===== config.mk =====
export PLATFORM = sky130hd
export DESIGN_NAME = tcc_rot_cell
export DESIGN_NICKNAME = d
export VERILOG_FILES = /design/src/tcc_pkg.sv /design/src/tcc_rot_cell.sv
export SDC_FILE = /design/constraint.sdc
export NUM_CORES = 1
export LEC_CHECK = 0
export BUFFER_PORTS_ARGS = -buffer_cell sky130_fd_sc_hd__buf_4
export CAP_MARGIN = 0
export CORE_ASPECT_RATIO = 0.5
export CORE_UTILIZATION = 52
export CTS_BUF_LIST = sky130_fd_sc_hd__clkbuf_8
export CTS_CLUSTER_DIAMETER = 150
export DETAILED_ROUTE_END_ITERATION = 10
export PLACE_DENSITY = 0.8
export SLEW_MARGIN = 0
export SYNTH_ARGS = -nofsm -noshare
export SYNTH_HDL_FRONTEND = slang
export SYNTH_SLANG_ARGS = --single-unit

===== constraint.sdc =====
create_clock -name i_clk -period 2.6 [get_ports i_clk]
set_input_delay 0.26 -clock i_clk [delete_from_list [all_inputs] [get_ports i_clk]]
set_output_delay 0.26 -clock i_clk [all_outputs]
set_load 0.005 [all_outputs]

===== src/tcc_pkg.sv =====
// Package for the tilt-compensated compass: datapath widths, CORDIC types and helper functions.
`default_nettype none
package tcc_pkg;

    // Working width of the vector components and of the angle accumulator.
    localparam int XW = 36;
    localparam int ZW = 34;
    localparam int TabLen = 24;
    localparam logic signed [ZW-1:0] HalfPi = ZW'(64'sd1073741824);
    localparam logic [30:0] InvGain = 31'd652032874;

    typedef struct packed {
        logic signed [XW-1:0] x;
        logic signed [XW-1:0] y;
        logic signed [ZW-1:0] z;
    } t_cv;

    // Arctangent of 2^-i, with pi equal to 2^31.
    function automatic logic signed [ZW-1:0] atan_entry(input int i);
        logic [31:0] v;
        case (i)
            0:  v = 32'h20000000;
            1:  v = 32'h12E4051E;
            2:  v = 32'h09FB385B;
            3:  v = 32'h051111D4;
            4:  v = 32'h028B0D43;
            5:  v = 32'h0145D7E1;
            6:  v = 32'h00A2F61E;
            7:  v = 32'h00517C55;
            8:  v = 32'h0028BE53;
            9:  v = 32'h00145F2F;
            10: v = 32'h000A2F98;
            11: v = 32'h000517CC;
            12: v = 32'h00028BE6;
            13: v = 32'h000145F3;
            14: v = 32'h0000A2FA;
            15: v = 32'h0000517D;
            16: v = 32'h000028BE;
            17: v = 32'h0000145F;
            18: v = 32'h00000A30;
            19: v = 32'h00000518;
            20: v = 32'h0000028C;
            21: v = 32'h00000146;
            22: v = 32'h000000A3;
            default: v = 32'h00000051;
        endcase
        return $signed({{(ZW-32){1'b0}}, v});
    endfunction

    // Removes the CORDIC gain: v * (1/K in Q30), rounded, shifted down by 30.
    function automatic logic signed [XW-1:0] unscale(input logic signed [XW-1:0] v);
        logic signed [XW+31:0] a;
        logic signed [XW+31:0] b;
        logic signed [XW+31:0] p;
        a = {{32{v[XW-1]}}, v};
        b = $signed({{(XW+1){1'b0}}, InvGain});
        p = a * b + $signed((XW+32)'(64'd536870912));
        return p[XW+29:30];
    endfunction

    // Moves a vector with negative x into the right half plane before vectoring.
    function automatic t_cv vec_prep(input logic signed [XW-1:0] x,
                                     input logic signed [XW-1:0] y);
        t_cv r;
        r.x = x;
        r.y = y;
        r.z = '0;
        if (x < 0) begin
            if (y >= 0) begin
                r.x = y;
                r.y = -x;
                r.z = HalfPi;
            end else begin
                r.x = -y;
                r.y = x;
                r.z = -HalfPi;
            end
        end
        return r;
    endfunction

    // Brings a rotation angle within plus/minus pi/2 by a quarter turn.
    function automatic t_cv rot_prep(input logic signed [XW-1:0] x,
                                     input logic signed [XW-1:0] y,
                                     input logic signed [ZW-1:0] a);
        t_cv r;
        r.x = x;
        r.y = y;
        r.z = a;
        if (a > HalfPi) begin
            r.x = -y;
            r.y = x;
            r.z = a - HalfPi;
        end else if (a < -HalfPi) begin
            r.x = y;
            r.y = -x;
            r.z = a + HalfPi;
        end
        return r;
    endfunction

endpackage
`default_nettype wire


===== src/tcc_rot_cell.sv =====
// One rotation CORDIC iteration with its pipeline register and a carried side word.
`default_nettype none
module tcc_rot_cell #(
    parameter int STEP   = 0,
    parameter int SIDE_W = 1
) (
    input  wire logic                i_clk,
    input  wire logic                i_rst_n,
    input  wire logic                i_en,
    input  wire logic                i_valid,
    input  wire tcc_pkg::t_cv        i_cv,
    input  wire logic [SIDE_W-1:0]   i_side,
    output logic                     o_valid,
    output tcc_pkg::t_cv             o_cv,
    output logic [SIDE_W-1:0]        o_side
);

    localparam logic signed [tcc_pkg::ZW-1:0] Ang = tcc_pkg::atan_entry(STEP);

    logic signed [tcc_pkg::XW-1:0] dx;
    logic signed [tcc_pkg::XW-1:0] dy;
    tcc_pkg::t_cv n_cv;

    assign dx = i_cv.y >>> STEP;
    assign dy = i_cv.x >>> STEP;

    always_comb begin
        if (i_cv.z >= 0) begin
            n_cv.x = i_cv.x - dx;
            n_cv.y = i_cv.y + dy;
            n_cv.z = i_cv.z - Ang;
        end else begin
            n_cv.x = i_cv.x + dx;
            n_cv.y = i_cv.y - dy;
            n_cv.z = i_cv.z + Ang;
        end
    end

    always_ff @(posedge i_clk) begin
        if (!i_rst_n) begin
            o_valid <= 1'b0;
        end else if (i_en) begin
            o_valid <= i_valid;
        end
    end

    always_ff @(posedge i_clk) begin
        if (i_en) begin
            o_cv   <= n_cv;
            o_side <= i_side;
        end
    end

endmodule
`default_nettype wire


==> reports/results.tsv <==
metric	value	unit
post-synthesis simple-gate area fraction	13.9	%
Pwr Density	453	nW/µm²
Peak VDD IR	0.000367	V
Placement Rows	35	
status	finished with violations	
critical-path maximum fanout	11	
worst path arrival time	2.78	ns
CTS tree	built	
Yosys cell types	90	
Comb pwr share	46.5	%
1st-iter DRT viols	1061	
EDFF count, synth	106	
Die Height	99.0	µm
Die W	196	µm
commonest non-fill, non-tap cell in the layout	buf_4	
Reg power frac	34.9	%
DP HPWL	28900	µm
Pint	0.00422	W
crit path kind	input port to register	
clock buffer depth	2	
final hold violations	0	
worst skew pair latency	0.41	ns
r2r worst-path depth	2	
Hold Path Class	input port to register	
FF+latch count, synth	107	
commonest non-fill, non-tap cells in the layout	513 x buf_4, 113 x a21oi_1, 106 x edfxtp_1	
Via density	5.83	
Setup Skew	0	ns
post-synthesis xor/xnor area fraction	6.44	%
CTS Root Cell	clkbuf_8	
switching pwr	0.00239	W
via count	10600	
Slew @ Worst Pin	0.552	ns
CTS Buf Count	9	
FFs w/ async S/R, synth	0	%
failing checks	setup timing	
I/O Buffers	218	
register area share after synthesis	32.7	%
Pleak	6.70	nW
max capacitance violation total	0	
top cells by area, synth	edfxtp_1 32%, ha_1 14%, a21oi_1 6.1%, xnor2_1 5.1%, inv_1 4.1%	
Post-Syn Instances	1076	
Setup WS post-layout	-0.0212	ns
# setup viols final	1	
Die ar.	19400	µm²
Mapped Area	9790	µm²
vias in the first global route	10300	
final RePlAce weighted congestion	0.956	
largest family of logic cells by synthesized area	compound AO/OA/AOI/OAI gates	
1st-pass router iterations	6	
Sw Ratio	36.2	%
fin. max-slew vios	0	
n_diodes	0	
complex-gate fraction of the synthesized area	23.0	%
DRC violation count after routing	0	
Routed Wire Length	36900	µm
ANT nets after route	0	
DR WL/cell	20.2	µm
global route total overflow	0	
core area	18400	µm²
adder-cell share of the synthesized area	15.3	%
largest area contributor in the synthesized netlist	edfxtp_1	
Main synth FF type	edfxtp_1	
global-route wire length before repair	54900	µm
Slew headroom	63.2	%
Hold Slack	0.0237	ns
Initial Utilization	53.1	%
CTS sink cnt	107	
H-Tree Depth	3	
initial antenna violation count	0	
Fmax	382	MHz
Synth warnings	0	
total track usage	36.5	%
syn_area_per_cell	9.10	µm²
Data required, critical path	2.76	ns
Total Nets Final	1789	
CP endpoint kind	register	
RSZ-0062 raised after global routing	yes	
Clock Pin Slew Worst Setup and Hold Paths	0.12	ns
largest net degree at the start of global routing	45	
Ports	219	
Syn-to-layout area delta	48.9	%
WHS Path Cells	1	
setup TNS	-0.0212	ns
final worst path period share	101	%
Clk network pwr share	18.6	%
post-synthesis mux area share	1.76	%
Synth top area share	32.5	%
syn nets	1304	
fraction of layout cells with a size suffix above 1	40.9	%
min Tclk post-route	2.62	ns
startpoint types	input port	
[kinds of logic after synthesis]
| logic type | count (synthesis) |
|---|---|
| simple gates | 260 |
| mux | 17 |
| fa+ha+maj | 117 |
| buf+inv | 162 |
| compound gates | 341 |
| flops | 107 |
| xor+xnor | 72 |
[critical path, cell delays in order]
cell	delay (ns)
buf_4	0.09
inv_1	0.05
ha_1	0.37
buf_4	0.23
inv_1	0.09
a21oi_1	0.08
buf_4	0.15
nor2_1	0.21
a221oi_4	0.06
a221o_2	0.47
o41a_1	0.44
o221ai_2	0.17
xnor2_1	0.09
[per-layer routing]
metal	track usage, %	share of wire, %	vias up
li1	-	-	4845
met1	49.2	43	5109
met2	60.4	47	574
met3	5.75	7.7	106
met4	11.7	2.8	0
met5	0	0	-
[power by group through the flow]
| stage | Sequential [W] | Clock, W | Combinational [W] |
|---|---|---|---|
| 2_1_floorplan | 0.00236 | 0 | 0.00127 |
| 3_3_place_gp | 0.00234 | 0 | 0.00277 |
| 3_5_place_dp | 0.00235 | 0 | 0.00283 |
| 4_1_cts | 0.00231 | 0.00124 | 0.00286 |
| 5_1_grt | 0.00233 | 0.00130 | 0.00326 |
| 6_report | 0.00231 | 0.00123 | 0.00308 |
[layout make-up]
type / instances / area (µm²)
Clock buffer: 9 / 124
Multi-Input combinational cell: 807 / 6410
Inverter: 114 / 429
Sequential cell: 107 / 3200
Fill cell: 1216 / 3850
Clock inverter: 7 / 103
Tap cell: 259 / 324
Timing Repair Buffer: 522 / 3990
[what timing repair did]
action	CTS	global route
endpoints found under the setup margin	13	36
setup buffers	1	5
endpoints found under the hold margin	0	0
hold buffers	0	0
resized for setup	9	83
pin swaps	2	22
[cell usage after synthesis, drive strengths merged (17+ instances only)]
cell type  count
nor3          24
xnor2         57
buf           32
inv          113
nor4          18
nand3         18
nor2          78
nand2b        17
o21ai         73
a21o          28
edfxtp       106
o21bai        18
a21oi        122
ha           113
nand2         43
[state kept, by name (all words and copies together) (netlist names)]
register	cells
o_cv	105
o_side	1
o_valid	1
[final timing paths]
check                                  to  slack, ns     start
worst min register to register    o_valid       0.58   o_valid
worst max-delay path            o_cv[105]      -0.02  i_cv[46]
worst min-delay path             o_cv[11]       0.02  i_cv[11]
worst max register to register    o_valid       1.96   o_valid
[per-stage QoR]
stage	setup WS [ns]	total power [W]	cell area, µm²	instances	utilization, %
2_1_floorplan	-0.0317	0.00362	9820	1076	-
3_3_place_gp	-0.454	0.00511	13800	1804	75.0
3_5_place_dp	-0.507	0.00518	13800	1804	75.0
4_1_cts	-0.00628	0.00642	14100	1821	76.5
5_1_grt	-0.128	0.00688	14600	1825	79.1
6_report	-0.0212	0.00661	14600	1825	79.1
No activity file was read; power rests on OpenSTA's default activity.
