### config.mk
export PLATFORM = sky130hd
export DESIGN_NAME = tcc_vec_cell
export DESIGN_NICKNAME = d
export VERILOG_FILES = /design/src/tcc_pkg.sv /design/src/tcc_vec_cell.sv
export SDC_FILE = /design/constraint.sdc
export NUM_CORES = 1
export LEC_CHECK = 0
export ABC_AREA = 1
export BUFFER_PORTS_ARGS = -buffer_cell sky130_fd_sc_hd__buf_2
export CAP_MARGIN = 20
export CELL_PAD_IN_SITES_DETAIL_PLACEMENT = 0
export CELL_PAD_IN_SITES_GLOBAL_PLACEMENT = 1
export CORE_MARGIN = 8
export CORE_UTILIZATION = 40
export CTS_CLUSTER_SIZE = 20
export DETAILED_ROUTE_END_ITERATION = 10
export PLACE_DENSITY = 0.85
export SLEW_MARGIN = 0
export SYNTH_ARGS = -nofsm -noshare
export SYNTH_HDL_FRONTEND = slang
export SYNTH_SLANG_ARGS = --single-unit
### constraint.sdc
create_clock -name i_clk -period 2.3 [get_ports i_clk]
set_input_delay 0.23 -clock i_clk [delete_from_list [all_inputs] [get_ports i_clk]]
set_output_delay 0.23 -clock i_clk [all_outputs]
set_load 0.03 [all_outputs]
### src/tcc_pkg.sv
// Package for the tilt-compensated compass: datapath widths, CORDIC types and helper functions.
`default_nettype none
package tcc_pkg;

    // Working width of the vector components and of the angle accumulator.
    localparam int XW = 36;
    localparam int ZW = 34;
    localparam int TabLen = 24;
    localparam logic signed [ZW-1:0] HalfPi = ZW'(64'sd1073741824);
    localparam logic [30:0] InvGain = 31'd652032874;

    typedef struct packed {
        logic signed [XW-1:0] x;
        logic signed [XW-1:0] y;
        logic signed [ZW-1:0] z;
    } t_cv;

    // Arctangent of 2^-i, with pi equal to 2^31.
    function automatic logic signed [ZW-1:0] atan_entry(input int i);
        logic [31:0] v;
        case (i)
            0:  v = 32'h20000000;
            1:  v = 32'h12E4051E;
            2:  v = 32'h09FB385B;
            3:  v = 32'h051111D4;
            4:  v = 32'h028B0D43;
            5:  v = 32'h0145D7E1;
            6:  v = 32'h00A2F61E;
            7:  v = 32'h00517C55;
            8:  v = 32'h0028BE53;
            9:  v = 32'h00145F2F;
            10: v = 32'h000A2F98;
            11: v = 32'h000517CC;
            12: v = 32'h00028BE6;
            13: v = 32'h000145F3;
            14: v = 32'h0000A2FA;
            15: v = 32'h0000517D;
            16: v = 32'h000028BE;
            17: v = 32'h0000145F;
            18: v = 32'h00000A30;
            19: v = 32'h00000518;
            20: v = 32'h0000028C;
            21: v = 32'h00000146;
            22: v = 32'h000000A3;
            default: v = 32'h00000051;
        endcase
        return $signed({{(ZW-32){1'b0}}, v});
    endfunction

    // Removes the CORDIC gain: v * (1/K in Q30), rounded, shifted down by 30.
    function automatic logic signed [XW-1:0] unscale(input logic signed [XW-1:0] v);
        logic signed [XW+31:0] a;
        logic signed [XW+31:0] b;
        logic signed [XW+31:0] p;
        a = {{32{v[XW-1]}}, v};
        b = $signed({{(XW+1){1'b0}}, InvGain});
        p = a * b + $signed((XW+32)'(64'd536870912));
        return p[XW+29:30];
    endfunction

    // Moves a vector with negative x into the right half plane before vectoring.
    function automatic t_cv vec_prep(input logic signed [XW-1:0] x,
                                     input logic signed [XW-1:0] y);
        t_cv r;
        r.x = x;
        r.y = y;
        r.z = '0;
        if (x < 0) begin
            if (y >= 0) begin
                r.x = y;
                r.y = -x;
                r.z = HalfPi;
            end else begin
                r.x = -y;
                r.y = x;
                r.z = -HalfPi;
            end
        end
        return r;
    endfunction

    // Brings a rotation angle within plus/minus pi/2 by a quarter turn.
    function automatic t_cv rot_prep(input logic signed [XW-1:0] x,
                                     input logic signed [XW-1:0] y,
                                     input logic signed [ZW-1:0] a);
        t_cv r;
        r.x = x;
        r.y = y;
        r.z = a;
        if (a > HalfPi) begin
            r.x = -y;
            r.y = x;
            r.z = a - HalfPi;
        end else if (a < -HalfPi) begin
            r.x = y;
            r.y = -x;
            r.z = a + HalfPi;
        end
        return r;
    endfunction

endpackage
`default_nettype wire

### src/tcc_vec_cell.sv
// One vectoring CORDIC iteration with its pipeline register and a carried side word.
`default_nettype none
module tcc_vec_cell #(
    parameter int STEP   = 0,
    parameter int SIDE_W = 1
) (
    input  wire logic                i_clk,
    input  wire logic                i_rst_n,
    input  wire logic                i_en,
    input  wire logic                i_valid,
    input  wire tcc_pkg::t_cv        i_cv,
    input  wire logic [SIDE_W-1:0]   i_side,
    output logic                     o_valid,
    output tcc_pkg::t_cv             o_cv,
    output logic [SIDE_W-1:0]        o_side
);

    localparam logic signed [tcc_pkg::ZW-1:0] Ang = tcc_pkg::atan_entry(STEP);

    logic signed [tcc_pkg::XW-1:0] dx;
    logic signed [tcc_pkg::XW-1:0] dy;
    tcc_pkg::t_cv n_cv;

    assign dx = i_cv.y >>> STEP;
    assign dy = i_cv.x >>> STEP;

    always_comb begin
        if (i_cv.y > 0) begin
            n_cv.x = i_cv.x + dx;
            n_cv.y = i_cv.y - dy;
            n_cv.z = i_cv.z + Ang;
        end else begin
            n_cv.x = i_cv.x - dx;
            n_cv.y = i_cv.y + dy;
            n_cv.z = i_cv.z - Ang;
        end
    end

    always_ff @(posedge i_clk) begin
        if (!i_rst_n) begin
            o_valid <= 1'b0;
        end else if (i_en) begin
            o_valid <= i_valid;
        end
    end

    always_ff @(posedge i_clk) begin
        if (i_en) begin
            o_cv   <= n_cv;
            o_side <= i_side;
        end
    end

endmodule
`default_nettype wire

==> run metrics <==
status=finished clean; Yosys warnings=0; Syn Area/Cell=just under 7 µm²; Layout area overhead=39.20%; DR WL/cell=17.12 µm; DP Worst Slack=-0.2805 ns; num rows=between 60 and 70; max cap viols=0; cell mode on critical path=nand2_1; cell count after placement=2600; hold_buf cts=0; library cells used by synthesis=44; wirelength, routed=~45 mm; Final #Nets=~2.5k; post-synth top area share=0.2808; worst-path cell chain=buf_2, inv_1, ha_1, inv_1, a21oi_1, buf_4, nor2_1, nor2_1, nand2_1, nand2_1, nand2_1, nand2_1, nand3_1, nand3_1, nand2_1; drt first-iter violations=1060; Top Family by Delay on Critical Path=simple AND/OR/NAND/NOR gates; Core ar.=between 0.02 and 0.03 mm²; number of synthesized flops with an enable pin=106; Die H=184.3 µm; Post-Syn Nets=between 1.5k and 2k; CTS Buf Count=9; LEAKAGE=~0.0084 µW; Setup Crit Path Kind=input port to flop; worst path arrival time=2.34 ns; total clock sinks=107; Ports=219; setup TNS=0 ns; Die ar.=about 0.034 mm²; Pre-antenna DRT Iters=5; grt ovf=0; clock skew=0 ns; GRT Total Usage=0.2611; largest stage delay on the critical path=roughly 0.5 ns; Cells after Synth=about 1.7k; first-pass GRT wire length=68.17 mm; drt drc=0; Final Critical Period=between 2 and 2.5 ns; clk buf depth=2; Root Driver=clkbuf_16; DR vias/cell=just under 5; Die Wd=184.3 µm; Critical path origin=i_cv[40]; Crit Path Max Fanout=8; vias=roughly 13k; Post-Layout Cell Count=~2.6k; RSZ-0062 raised after global routing=false; Worst Hold Launch=i_cv[17]; initial core utilization=0.4069; Pwr per Cell Area=approximately 520 mW/mm²; Setup WS post-layout=0.08917 ns; startpoint types=input port; reg2reg start=o_valid; Hold Vio Cnt, Final=0; initial antenna violation count=0; final max-slew violation count=0; PortBufs=218; Worst-Margin Slew=0.4662 ns; Ant. Diodes=0; flops & latches, synth=around 110; Syn Std Cell Area=approximately 0.011 mm²; CP bufs+invs=4; H-Tree Depth=3; Final ANT Viol Nets=0; Crit. End Element=flop; sequential area share after synthesis=0.2826; Clk Latency, worst-skew pair=around 0.37 ns; Min Hold Slack=roughly 0.03 ns; vias in the first global route=approximately 13k; pin count of the biggest net entering global routing=67; Max-Slew Margin vs Limit=0.6864; Min-Delay Path Class=input port to flop; Fmax achieved=roughly 450 MHz; Max VDD drop=0.3802 mV; final period utilization=0.9612; # setup viols final=0; layout cells sized above 1=0.2949; Top FF cell, synth=edfxtp_1; Final Wtd Congestion=approximately 0.97; CP max-delay cell=ha_1; Worst-path clk slew=roughly 0.080 ns; Critical Path RT=~2.4 ns; TritonCTS clock tree=yes; top cells by area, synth=edfxtp_1 (28%), nand2_1 (16%), ha_1 (12%); final core utilization=0.5664; Final HPWL DP=~39 mm; Synth area leader=edfxtp_1; Async SR Flop Fraction=0
-- cell usage after synthesis, types with 2 or more instances --
cell	count
a31oi_1	3
nand3_1	147
a21o_1	7
nand3_2	7
nand2_1	477
nand2_2	8
or2_2	4
xnor2_1	2
nand2_4	2
inv_1	236
buf_4	22
o21ai_0	92
nor3_2	3
fa_1	4
o21ai_1	13
ha_1	112
nor2_1	166
nand4_1	13
inv_2	8
o21bai_1	14
nor2_2	9
buf_2	14
a21oi_1	119
xor2_1	45
clkbuf_1	4
buf_6	4
nor3_1	17
a21oi_2	2
edfxtp_1	106
a21boi_0	2
-- layout by cell type, fill, tap and decap left out, types with 2 or more instances in the layout --
cell | netlist | layout
clkinv_4 | 0 | 2
o21ai_0 | 92 | 92
nand4_1 | 13 | 13
ha_1 | 112 | 110
nor2_4 | 1 | 2
a21oi_2 | 2 | 3
buf_2 | 14 | 217
ha_2 | 0 | 2
o21bai_1 | 14 | 14
xnor2_1 | 2 | 2
inv_1 | 236 | 236
o21ai_1 | 13 | 13
a21oi_1 | 119 | 118
or2_2 | 4 | 4
inv_6 | 0 | 2
a31oi_1 | 3 | 3
edfxtp_1 | 106 | 106
a21boi_0 | 2 | 2
nand3_2 | 7 | 7
a21o_1 | 7 | 7
nand2_1 | 477 | 477
nand3_1 | 147 | 147
nor3_2 | 3 | 4
nor2_1 | 166 | 166
nor3_1 | 17 | 16
nand2_2 | 8 | 8
nand2_4 | 2 | 2
clkbuf_16 | 0 | 9
nor2_2 | 9 | 8
fa_1 | 4 | 4
inv_2 | 8 | 8
buf_4 | 22 | 369
clkinv_8 | 0 | 2
buf_12 | 0 | 5
xor2_1 | 45 | 45
-- cell families (layout without fill, tap and decap cells) --
family / after synthesis / count (layout) / synth area share
adders and majority gates: 116 / 116 / 0.1307
and+or+nand+nor: 859 / 859 / 0.3206
buffers and inverters: 289 / 851 / 0.1081
DFF: 107 / 107 / 0.2826
AOI/OAI and AO/OA: 258 / 258 / 0.1218
xor gates and xnor gates: 47 / 47 / 0.03632
-- timing repair --
action                                 CTS  global route
resized for setup                        0             4
endpoints found under the hold margin    0             0
setup endpoints to repair                0             2
buffers inserted                         0             0
-- worst paths after layout --
kind	end	slack (ns)	cells after the start
worst min-delay path	o_cv[17]	0.03	1
worst max-delay path	o_cv[63]	0.09	15
worst min register to register	o_valid	0.55	2
worst max register to register	o_valid	1.66	2
-- per-layer routing --
metal | GRT usage | share of wire
met4 | 0.08454 | 0.028
met3 | 0.03780 | 0.068
met5 | 0 | 0
met1 | 0.3534 | 0.46
met2 | 0.4221 | 0.44
-- worst register-to-register path, delay by kind of cell, from the launching register on --
family | cells | cell delay, ns
flip-flops | 1 | 0.31
AO/OA/AOI/OAI | 2 | 0.23
-- per-stage QoR --
stage,total power [µW],instance area [µm²]
floorplan,4699,11330
global placement,6449,15460
detailed placement,6487,15460
CTS,8194,15760
global route,8643,15780
finish,8172,15780
-- cell type report --
cell class | count | area (µm²)
Tap cell | 378 | 473.0
Clock buffer | 9 | 225.2
Inverter | 244 | 915.9
Sequential cell | 107 | 3203
Fill cell | 2800 | 12080
Clock inverter | 7 | 78.83
Timing Repair Buffer | 591 | 3956
Multi-Input combinational cell | 1280 | 6925
-- power breakdown --
group	internal (µW)	switching [µW]	total (µW)
Clock	777	910	1690
Combinational	1540	2420	3960
Sequential	2460	66.3	2520
Total	4780	3390	8170
-- registers in the layout, summed over array words and instances, names as in the netlist --
name	cells
o_valid	1
o_side	1
o_cv	105
Note: power is estimated with default switching activity, not from simulation.
